**src/rtl/core/hbss_pkg.sv**
```systemverilog
// Package for the hash bucket slot store: operation codes, controller
// states and the structs passed between the controller and the slot cells.
// No dependencies.
package hbss_pkg;

  localparam int unsigned DefaultSlots = 32;
  localparam int unsigned KeyW         = 32;
  localparam int unsigned ValueW       = 32;
  localparam int unsigned KindW        = 2;
  localparam int unsigned CountOutW    = 6;

  // Operation codes; the fourth code is unused and handled by a default arm
  typedef enum logic [KindW-1:0] {
    KIND_INSERT = 2'd0,
    KIND_REMOVE = 2'd1,
    KIND_LOOKUP = 2'd2
  } kind_e;

  // Controller states
  typedef enum logic [1:0] {
    ST_IDLE,
    ST_EVAL,
    ST_EMIT
  } state_e;

  // Broadcast from the controller to every cell
  typedef struct packed {
    logic [KeyW-1:0]   key;
    logic [ValueW-1:0] value;
    logic              ins_go;    // write the pair into the lowest free slot
    logic              rem_go;    // drop the lowest slot holding the pair
    logic              set_pend;  // capture key hits as pending lookup results
    logic              pop;       // retire the lowest pending result
  } cell_ctrl_t;

  // Priority chain handed from one cell to the next
  typedef struct packed {
    logic free;  // some lower slot is free
    logic pair;  // some lower slot holds the exact pair
    logic pend;  // some lower slot has a pending lookup result
  } cell_chain_t;

  // Per-cell status seen by the controller
  typedef struct packed {
    logic key_hit;  // valid slot with matching key
    logic pend;     // pending lookup result
    logic sel;      // lowest pending result
  } cell_status_t;

endpackage

```
**src/rtl/core/hbss_cell.sv**
```systemverilog
// One slot of the bucket: key, value, valid bit and lookup pending bit.
// Depends on hbss_pkg; instanced in a row by hash_bucket_slot_store.
module hbss_cell (
  input  logic                       clk_i,
  input  logic                       rst_ni,
  input  hbss_pkg::cell_ctrl_t       ctrl_i,
  input  hbss_pkg::cell_chain_t      chain_i,
  output hbss_pkg::cell_chain_t      chain_o,
  output hbss_pkg::cell_status_t     status_o,
  output logic [hbss_pkg::ValueW-1:0] value_o
);
  import hbss_pkg::*;

  logic [KeyW-1:0]   key_q;
  logic [ValueW-1:0] value_q;
  logic              valid_q, valid_d;
  logic              pend_q, pend_d;
  logic              key_hit, pair_hit;
  logic              first_free, first_pair, sel;

  // Compare against the broadcast item
  assign key_hit  = valid_q && (key_q == ctrl_i.key);
  assign pair_hit = key_hit && (value_q == ctrl_i.value);

  // Resolve priority with the lower neighbors
  assign first_free   = !valid_q && !chain_i.free;
  assign first_pair   = pair_hit && !chain_i.pair;
  assign sel          = pend_q && !chain_i.pend;
  assign chain_o.free = chain_i.free || !valid_q;
  assign chain_o.pair = chain_i.pair || pair_hit;
  assign chain_o.pend = chain_i.pend || pend_q;

  assign status_o.key_hit = key_hit;
  assign status_o.pend    = pend_q;
  assign status_o.sel     = sel;
  assign value_o          = sel ? value_q : '0;

  // Set on insert, clear on remove
  always_comb begin
    valid_d = valid_q;
    if (ctrl_i.ins_go && first_free) begin
      valid_d = 1'b1;
    end else if (ctrl_i.rem_go && first_pair) begin
      valid_d = 1'b0;
    end
  end

  // Capture hits for a lookup, retire once emitted
  always_comb begin
    pend_d = pend_q;
    if (ctrl_i.set_pend) begin
      pend_d = key_hit;
    end else if (ctrl_i.pop && sel) begin
      pend_d = 1'b0;
    end
  end

  always_ff @(posedge clk_i or negedge rst_ni) begin
    if (!rst_ni) begin
      valid_q <= 1'b0;
      pend_q  <= 1'b0;
    end else begin
      valid_q <= valid_d;
      pend_q  <= pend_d;
    end
  end

  // Store the pair on insert
  always_ff @(posedge clk_i) begin
    if (ctrl_i.ins_go && first_free) begin
      key_q   <= ctrl_i.key;
      value_q <= ctrl_i.value;
    end
  end

endmodule

```
**src/rtl/core/hash_bucket_slot_store.sv**
```systemverilog
// Hash bucket slot store top level: controller, result register and a row
// of hbss_cell slots. Depends on hbss_pkg and hbss_cell.
//
//  channel | direction | handshake            | payload
//  in      | input     | in_valid_i/in_ready_o | kind_i, key_i, value_i
//  out     | output    | out_valid_o/out_ready_i | ok_o, matched_value_o, last_o,
//          |           |                      | full_res_o, empty_res_o, valid_count_o
//
// Every transaction is accepted in ST_IDLE; in ST_EVAL every cell compares
// in parallel and the priority chain picks a slot. A lookup with matches
// then goes to ST_EMIT, which retires the matches one by one, lowest first,
// from the cell row into the result register. Reset clears all valid
// bits at once. A stalled result register holds the controller; a new
// transaction is taken while the last result still waits to be taken.
module hash_bucket_slot_store #(
  parameter int unsigned SLOTS = hbss_pkg::DefaultSlots
) (
  input  logic                          clk_i,
  input  logic                          rst_ni,
  input  logic                          in_valid_i,
  output logic                          in_ready_o,
  input  logic [hbss_pkg::KindW-1:0]    kind_i,
  input  logic [hbss_pkg::KeyW-1:0]     key_i,
  input  logic [hbss_pkg::ValueW-1:0]   value_i,
  output logic                          out_valid_o,
  input  logic                          out_ready_i,
  output logic                          ok_o,
  output logic [hbss_pkg::ValueW-1:0]   matched_value_o,
  output logic                          last_o,
  output logic                          full_res_o,
  output logic                          empty_res_o,
  output logic [hbss_pkg::CountOutW-1:0] valid_count_o
);
  import hbss_pkg::*;

  localparam int unsigned CntW = $clog2(SLOTS + 1);

  state_e              state_q, state_d;
  logic [KindW-1:0]    kind_q;
  logic [KeyW-1:0]     key_q;
  logic [ValueW-1:0]   value_q;
  logic [CntW-1:0]     count_q, count_d;

  logic                out_valid_q, out_valid_d;
  logic                ok_q;
  logic [ValueW-1:0]   mval_q;
  logic                last_q, full_q, empty_q;
  logic [CountOutW-1:0] cnt_q;

  cell_ctrl_t          ctrl;
  cell_chain_t         chain [SLOTS+1];
  cell_status_t        status [SLOTS];
  logic [ValueW-1:0]   cell_value [SLOTS];

  logic [SLOTS-1:0]    hit_vec, pend_vec, sel_vec;
  logic [ValueW-1:0]   sel_value;
  logic                any_key, any_pair, have_free, last_calc;
  logic                out_free, in_acc, load_out;
  logic                res_ok, res_last;
  logic [ValueW-1:0]   res_value;
  logic [CntW+CountOutW-1:0] cnt_ext;

  assign in_acc   = in_valid_i && in_ready_o;
  assign out_free = !out_valid_q || out_ready_i;

  // Row of slot cells
  assign chain[0] = '0;
  for (genvar g = 0; g < SLOTS; g++) begin : g_cell
    hbss_cell u_cell (
      .clk_i    (clk_i),
      .rst_ni   (rst_ni),
      .ctrl_i   (ctrl),
      .chain_i  (chain[g]),
      .chain_o  (chain[g+1]),
      .status_o (status[g]),
      .value_o  (cell_value[g])
    );
    assign hit_vec[g]  = status[g].key_hit;
    assign pend_vec[g] = status[g].pend;
    assign sel_vec[g]  = status[g].sel;
  end

  // Gather the selected value; at most one cell drives nonzero
  always_comb begin
    sel_value = '0;
    for (int i = 0; i < SLOTS; i++) begin
      sel_value = sel_value | cell_value[i];
    end
  end

  assign any_key   = |hit_vec;
  assign any_pair  = chain[SLOTS].pair;
  assign have_free = chain[SLOTS].free;
  assign last_calc = ~|(pend_vec & ~sel_vec);

  // Next state
  always_comb begin
    state_d = state_q;
    unique case (state_q)
      ST_IDLE: begin
        if (in_acc) state_d = ST_EVAL;
      end
      ST_EVAL: begin
        if (kind_q == KIND_LOOKUP && any_key) begin
          state_d = ST_EMIT;
        end else if (out_free) begin
          state_d = ST_IDLE;
        end
      end
      ST_EMIT: begin
        if (out_free && last_calc) state_d = ST_IDLE;
      end
      default: state_d = ST_IDLE;
    endcase
  end

  // Controller outputs
  always_comb begin
    in_ready_o    = 1'b0;
    ctrl.key      = key_q;
    ctrl.value    = value_q;
    ctrl.ins_go   = 1'b0;
    ctrl.rem_go   = 1'b0;
    ctrl.set_pend = 1'b0;
    ctrl.pop      = 1'b0;
    load_out      = 1'b0;
    res_ok        = 1'b0;
    res_value     = '0;
    res_last      = 1'b1;
    unique case (state_q)
      ST_IDLE: begin
        in_ready_o = 1'b1;
      end
      ST_EVAL: begin
        unique case (kind_q)
          KIND_INSERT: begin
            ctrl.ins_go = out_free && !any_pair && have_free;
            load_out    = out_free;
            res_ok      = !any_pair && have_free;
          end
          KIND_REMOVE: begin
            ctrl.rem_go = out_free && any_pair;
            load_out    = out_free;
            res_ok      = any_pair;
          end
          KIND_LOOKUP: begin
            ctrl.set_pend = any_key;
            load_out      = out_free && !any_key;
          end
          default: begin
            load_out = out_free;
          end
        endcase
      end
      ST_EMIT: begin
        ctrl.pop  = out_free;
        load_out  = out_free;
        res_ok    = 1'b1;
        res_value = sel_value;
        res_last  = last_calc;
      end
      default: ;
    endcase
  end

  // Track the number of valid slots
  always_comb begin
    count_d = count_q;
    if (ctrl.ins_go) begin
      count_d = count_q + CntW'(1);
    end else if (ctrl.rem_go) begin
      count_d = count_q - CntW'(1);
    end
  end

  assign cnt_ext = {{CountOutW{1'b0}}, count_d};

  // Result register valid
  always_comb begin
    out_valid_d = out_valid_q;
    if (load_out) begin
      out_valid_d = 1'b1;
    end else if (out_ready_i) begin
      out_valid_d = 1'b0;
    end
  end

  always_ff @(posedge clk_i or negedge rst_ni) begin
    if (!rst_ni) begin
      state_q     <= ST_IDLE;
      count_q     <= '0;
      out_valid_q <= 1'b0;
    end else begin
      state_q     <= state_d;
      count_q     <= count_d;
      out_valid_q <= out_valid_d;
    end
  end

  // Hold the accepted transaction
  always_ff @(posedge clk_i) begin
    if (in_acc) begin
      kind_q  <= kind_i;
      key_q   <= key_i;
      value_q <= value_i;
    end
  end

  // Load the result payload
  always_ff @(posedge clk_i) begin
    if (load_out) begin
      ok_q    <= res_ok;
      mval_q  <= res_value;
      last_q  <= res_last;
      full_q  <= (count_d == CntW'(SLOTS));
      empty_q <= (count_d == '0);
      cnt_q   <= cnt_ext[CountOutW-1:0];
    end
  end

  assign out_valid_o     = out_valid_q;
  assign ok_o            = ok_q;
  assign matched_value_o = mval_q;
  assign last_o          = last_q;
  assign full_res_o      = full_q;
  assign empty_res_o     = empty_q;
  assign valid_count_o   = cnt_q;

endmodule

```
**config.mk**
```make
export PLATFORM = sky130hd
export DESIGN_NAME = hash_bucket_slot_store
export DESIGN_NICKNAME = d
export VERILOG_FILES = /design/src/rtl/core/hbss_pkg.sv /design/src/rtl/core/hbss_cell.sv /design/src/rtl/core/hash_bucket_slot_store.sv
export SDC_FILE = /design/constraint.sdc
export NUM_CORES = 2
export LEC_CHECK = 0
export ABC_CLOCK_PERIOD_IN_PS = 18200
export BUFFER_PORTS_ARGS = -buffer_cell sky130_fd_sc_hd__buf_2
export CORE_MARGIN = 4
export CORE_UTILIZATION = 35
export DETAILED_ROUTE_END_ITERATION = 6
export PLACE_DENSITY_LB_ADDON = 0.2
export SYNTH_ARGS = -nofsm -noshare
export SYNTH_HDL_FRONTEND = slang
export SYNTH_SLANG_ARGS = --single-unit
```
**constraint.sdc**
```tcl
create_clock -name clk_i -period 18.2 [get_ports clk_i]
set_input_delay 3.64 -clock clk_i [delete_from_list [all_inputs] [get_ports clk_i]]
set_output_delay 3.64 -clock clk_i [all_outputs]
set_load 0.05 [all_outputs]
```
==> flow_metrics.tcl <==
set metrics [dict create \
    drv_cap 0 \
    holdWs_ns 0.456 \
    hold_viol 0 \
    power_switching_mw 3.66 \
    grt_max_degree 71 \
    final.fill_count 27337 \
    htreeDepth 5 \
    grt_overflow_total 0 \
    wl_met2_um 151000 \
    crit_arrival_ns 7.30 \
    syn-num-nets 7283 \
    worstSetupStartpointType "flop" \
    internal_power_mw 9.46 \
    cts_sinks 2229 \
    cts.clk_slew.worst_paths_ns 0.06 \
    synth-seq-cells 2229 \
    drt_pass1_iterations 7 \
    synthDistinctLibCells 88 \
    worst_pin_slew_ns 1.25 \
    start_util_pct 35.3 \
    route.met3.wl_um 25400 \
    die_width_um 550 \
    grt_pass1_vias 63058 \
    synth-warning-count 0 \
    grt.total_usage_pct 21.7 \
    power.share.sequential_pct 45.7 \
    worstSkewPairLatency_ns 0.84 \
    finClkSkew_ns 0.0521 \
    dp_hpwl_um 219000 \
    violations "design-rule violations" \
    ctsLongestPathBuffers 4 \
    grt_pass1_wl_um 477000 \
    detail-route-antenna-nets 0 \
    syn_to_final_growth_pct 12.9 \
    powerDensity_nw_per_um2 113 \
    setup_viol 0 \
    p_comb_share_pct 15.2 \
    io_buffers 113 \
    fin_crit_ns 6.85 \
    max_slew_margin_pct 15.9 \
    switching_share_pct 27.9 \
    slew_viol_final 0 \
    cp_max_fo 41 \
    antenna_found_initial 12 \
    power_frac_clock_pct 39.0 \
    crit_path_end_kind "flop" \
    ctsResizeCount 0 \
    boundaryPins 114 \
    drt-initial-drc-count 7749 \
    rsz0062_at_grt "no" \
    fmax_mhz 146 \
    cts_hold_buf 0 \
    wl_um 340000 \
    hold_class "reg2reg" \
    wl_met1_um 151000 \
    synth-seq-area-share_pct 64.7 \
    finalSetupTns_ns 0 \
    outcome "finished with violations" \
    avgRoutedWirePerCell_um 29.6 \
    row_count 198 \
    drc_errors 29 \
    cts_tree "yes" \
    p_leak_nw 35.7 \
    via_per_inst 5.56 \
    drive_gt1_share_pct 9.99 \
    final_nets 7456 \
    ys_async_sr_fraction_pct 3.28 \
    dieHeight_um 550 \
    cts_root_buf "clkbuf_16" \
    post_cts_buffers 0 \
    cts_made_buffers 266 \
    highest_layer "met5" \
    synth_flop_cell "edfxtp_1" \
    dieArea_um2 303000 \
    postLayoutCoreUtil_pct 39.8 \
    num_vias 63948 \
    place_inst 11013 \
    avgSynthCellArea_um2 14.3 \
    final_cells 11492 \
    critPathKind "reg2reg" \
    min_period_over_period_pct 37.6 \
    gp_congestion 0.906 \
    ir_worst_vdd_uv 56.7 \
    synth_cells 7208 \
    crit_required_ns 18.65 \
    synth_edf_count 2156 \
    syn_area_um2 103000 \
    core_um2 292000 \
]
==> power by group through the flow <==
stage          Clock (mW)  Sequential, mW  Combinational [mW]
6_report             5.12            6.00                2.00
5_1_grt              5.43            6.01                2.12
4_1_cts              5.23            6.00                2.01
3_5_place_dp            0            6.11                2.01
3_3_place_gp            0            6.11                2.00
2_1_floorplan           0            6.26                1.14
==> cells by family (layout without fill, tap and decap cells) <==
group	after synthesis	count (layout)	synth area share, %
flops	2229	2229	64.7
xor+xnor	2040	2040	17.4
simple gates	1789	1789	10.1
compound gates	660	660	4.99
buf+inv	445	808	2.43
mux	35	35	0.343
fa+ha+maj	10	10	0.111
other cells	0	21	0
==> path summary, 6_finish.rpt <==
kind                           start                            end  slack [ns]  depth (start not counted)
max in group asynchronous     rst_ni      g_cell[31].u_cell.valid_q       14.35                          2
setup / recovery           key_q[10]  g_cell[23].u_cell.value_q[10]       11.35                         15
hold / removal             key_q[11]     g_cell[0].u_cell.key_q[11]        0.46                          0
min in group asynchronous     rst_ni       g_cell[1].u_cell.valid_q        2.66                          1
hold reg to reg            key_q[11]     g_cell[0].u_cell.key_q[11]        0.46                          0
setup reg to reg           key_q[10]  g_cell[23].u_cell.value_q[10]       11.35                         15
==> area by class of cell <==
cell class | instances | area (um2) | area share [%]
Sequential cell | 2229 | 66600 | 57.3
Multi-Input combinational cell | 4534 | 34200 | 29.4
Clock buffer | 316 | 7060 | 6.07
Tap cell | 3900 | 4880 | 4.20
Timing Repair Buffer | 314 | 2180 | 1.87
Clock inverter | 142 | 1140 | 0.982
Inverter | 36 | 135 | 0.116
Antenna cell | 21 | 52.6 | 0.0452
==> per-layer routing <==
layer	GRT usage, %	vias to the layer above
li1	-	27847
met1	31.1	32944
met2	33.3	2655
met3	3.92	500
met4	7.27	2
met5	0	-
==> stage by stage <==
step / worst slack (ns) / cell area (um2) / power [mW]
floorplan: 6.14 / 103000 / 7.39
global placement: 10.84 / 108000 / 8.11
detailed placement: 10.85 / 108000 / 8.12
CTS: 11.35 / 116000 / 13.2
global route: 11.04 / 116000 / 13.6
finish: 11.35 / 116000 / 13.1
==> Yosys cell counts (11+ instances only) <==
cell type,count,area [um2]
and2_1,12,75.1
a21boi_1,32,240
o21ai_0,66,330
nor2b_1,14,87.6
a22oi_1,36,270
inv_1,36,135
nor4_1,434,2720
edfxtp_1,2156,64700
and3_1,45,282
nor2_1,103,387
buf_6,46,518
nand2b_1,37,231
nor3b_1,11,82.6
nand4_1,417,2610
o22ai_1,15,93.8
or3_1,29,181
dfrtp_1,73,1830
nor3_1,68,340
nand2_1,320,1200
nor4b_1,33,289
buf_4,79,593
xor2_1,924,8090
a221o_1,97,971
mux2i_1,33,330
buf_2,148,741
a22o_1,67,587
nand3_1,113,566
clkbuf_1,128,480
a222oi_1,96,961
nand4b_1,37,324
a211oi_1,37,278
a21oi_1,114,571
a221oi_1,33,289
or4_1,28,210
xnor2_1,1116,9770
nand3b_1,35,263
==> cells in the final DEF, fill, tap and decap left out, types with 15 or more instances in the layout <==
cell type  instances
nand2_1          320
nor2_4            15
a211oi_1          37
nor3_1            63
xor2_1           924
a221o_1           97
a222oi_1          96
a21oi_1          114
nand3_1          113
o21ai_0           66
a22o_1            67
nand2b_1          37
clkinv_1          63
nor4_1           430
dfrtp_1           70
edfxtp_1        2156
a21boi_1          32
clkbuf_1          40
mux2i_1           33
buf_2            112
a221oi_1          33
bufinv_16         16
nand4b_1          37
clkbuf_16        276
and3_1            42
clkinv_2          39
diode_2           21
a22oi_1           36
nor4b_1           31
nand4_1          417
o22ai_1           15
xnor2_1         1116
nand3b_1          35
nor2_1            85
buf_4            194
inv_1             35
or3_1             29
or4_1             28
==> worst max-delay path, cell delays in order (launching register included) <==
cell and delay [ns]:
edfxtp_1 0.32, buf_4 0.42, buf_4 0.80, xor2_1 0.26, nor4b_1 0.09, nand4_1 0.12, or4_1 0.32, o22ai_1 0.12
nor4_1 0.84, nand4_2 0.48, nor3_2 0.29, buf_4 0.29, and4_1 0.39, nand3_1 0.18, nor2_4 0.80, buf_4 0.60
==> state kept, by name (all words and copies together), names as in the netlist <==
signal,cells
g_cell.u_cell.key_q,1024
g_cell.u_cell.value_q,1024
g_cell.u_cell.pend_q,32
g_cell.u_cell.valid_q,32
key_q,32
matched_value_o,32
value_q,32
count_q,6
valid_count_o,6
kind_q,2
state_q,2
empty_res_o,1
full_res_o,1
last_o,1
ok_o,1
out_valid_o,1
No activity file was read; power rests on OpenSTA's default activity.
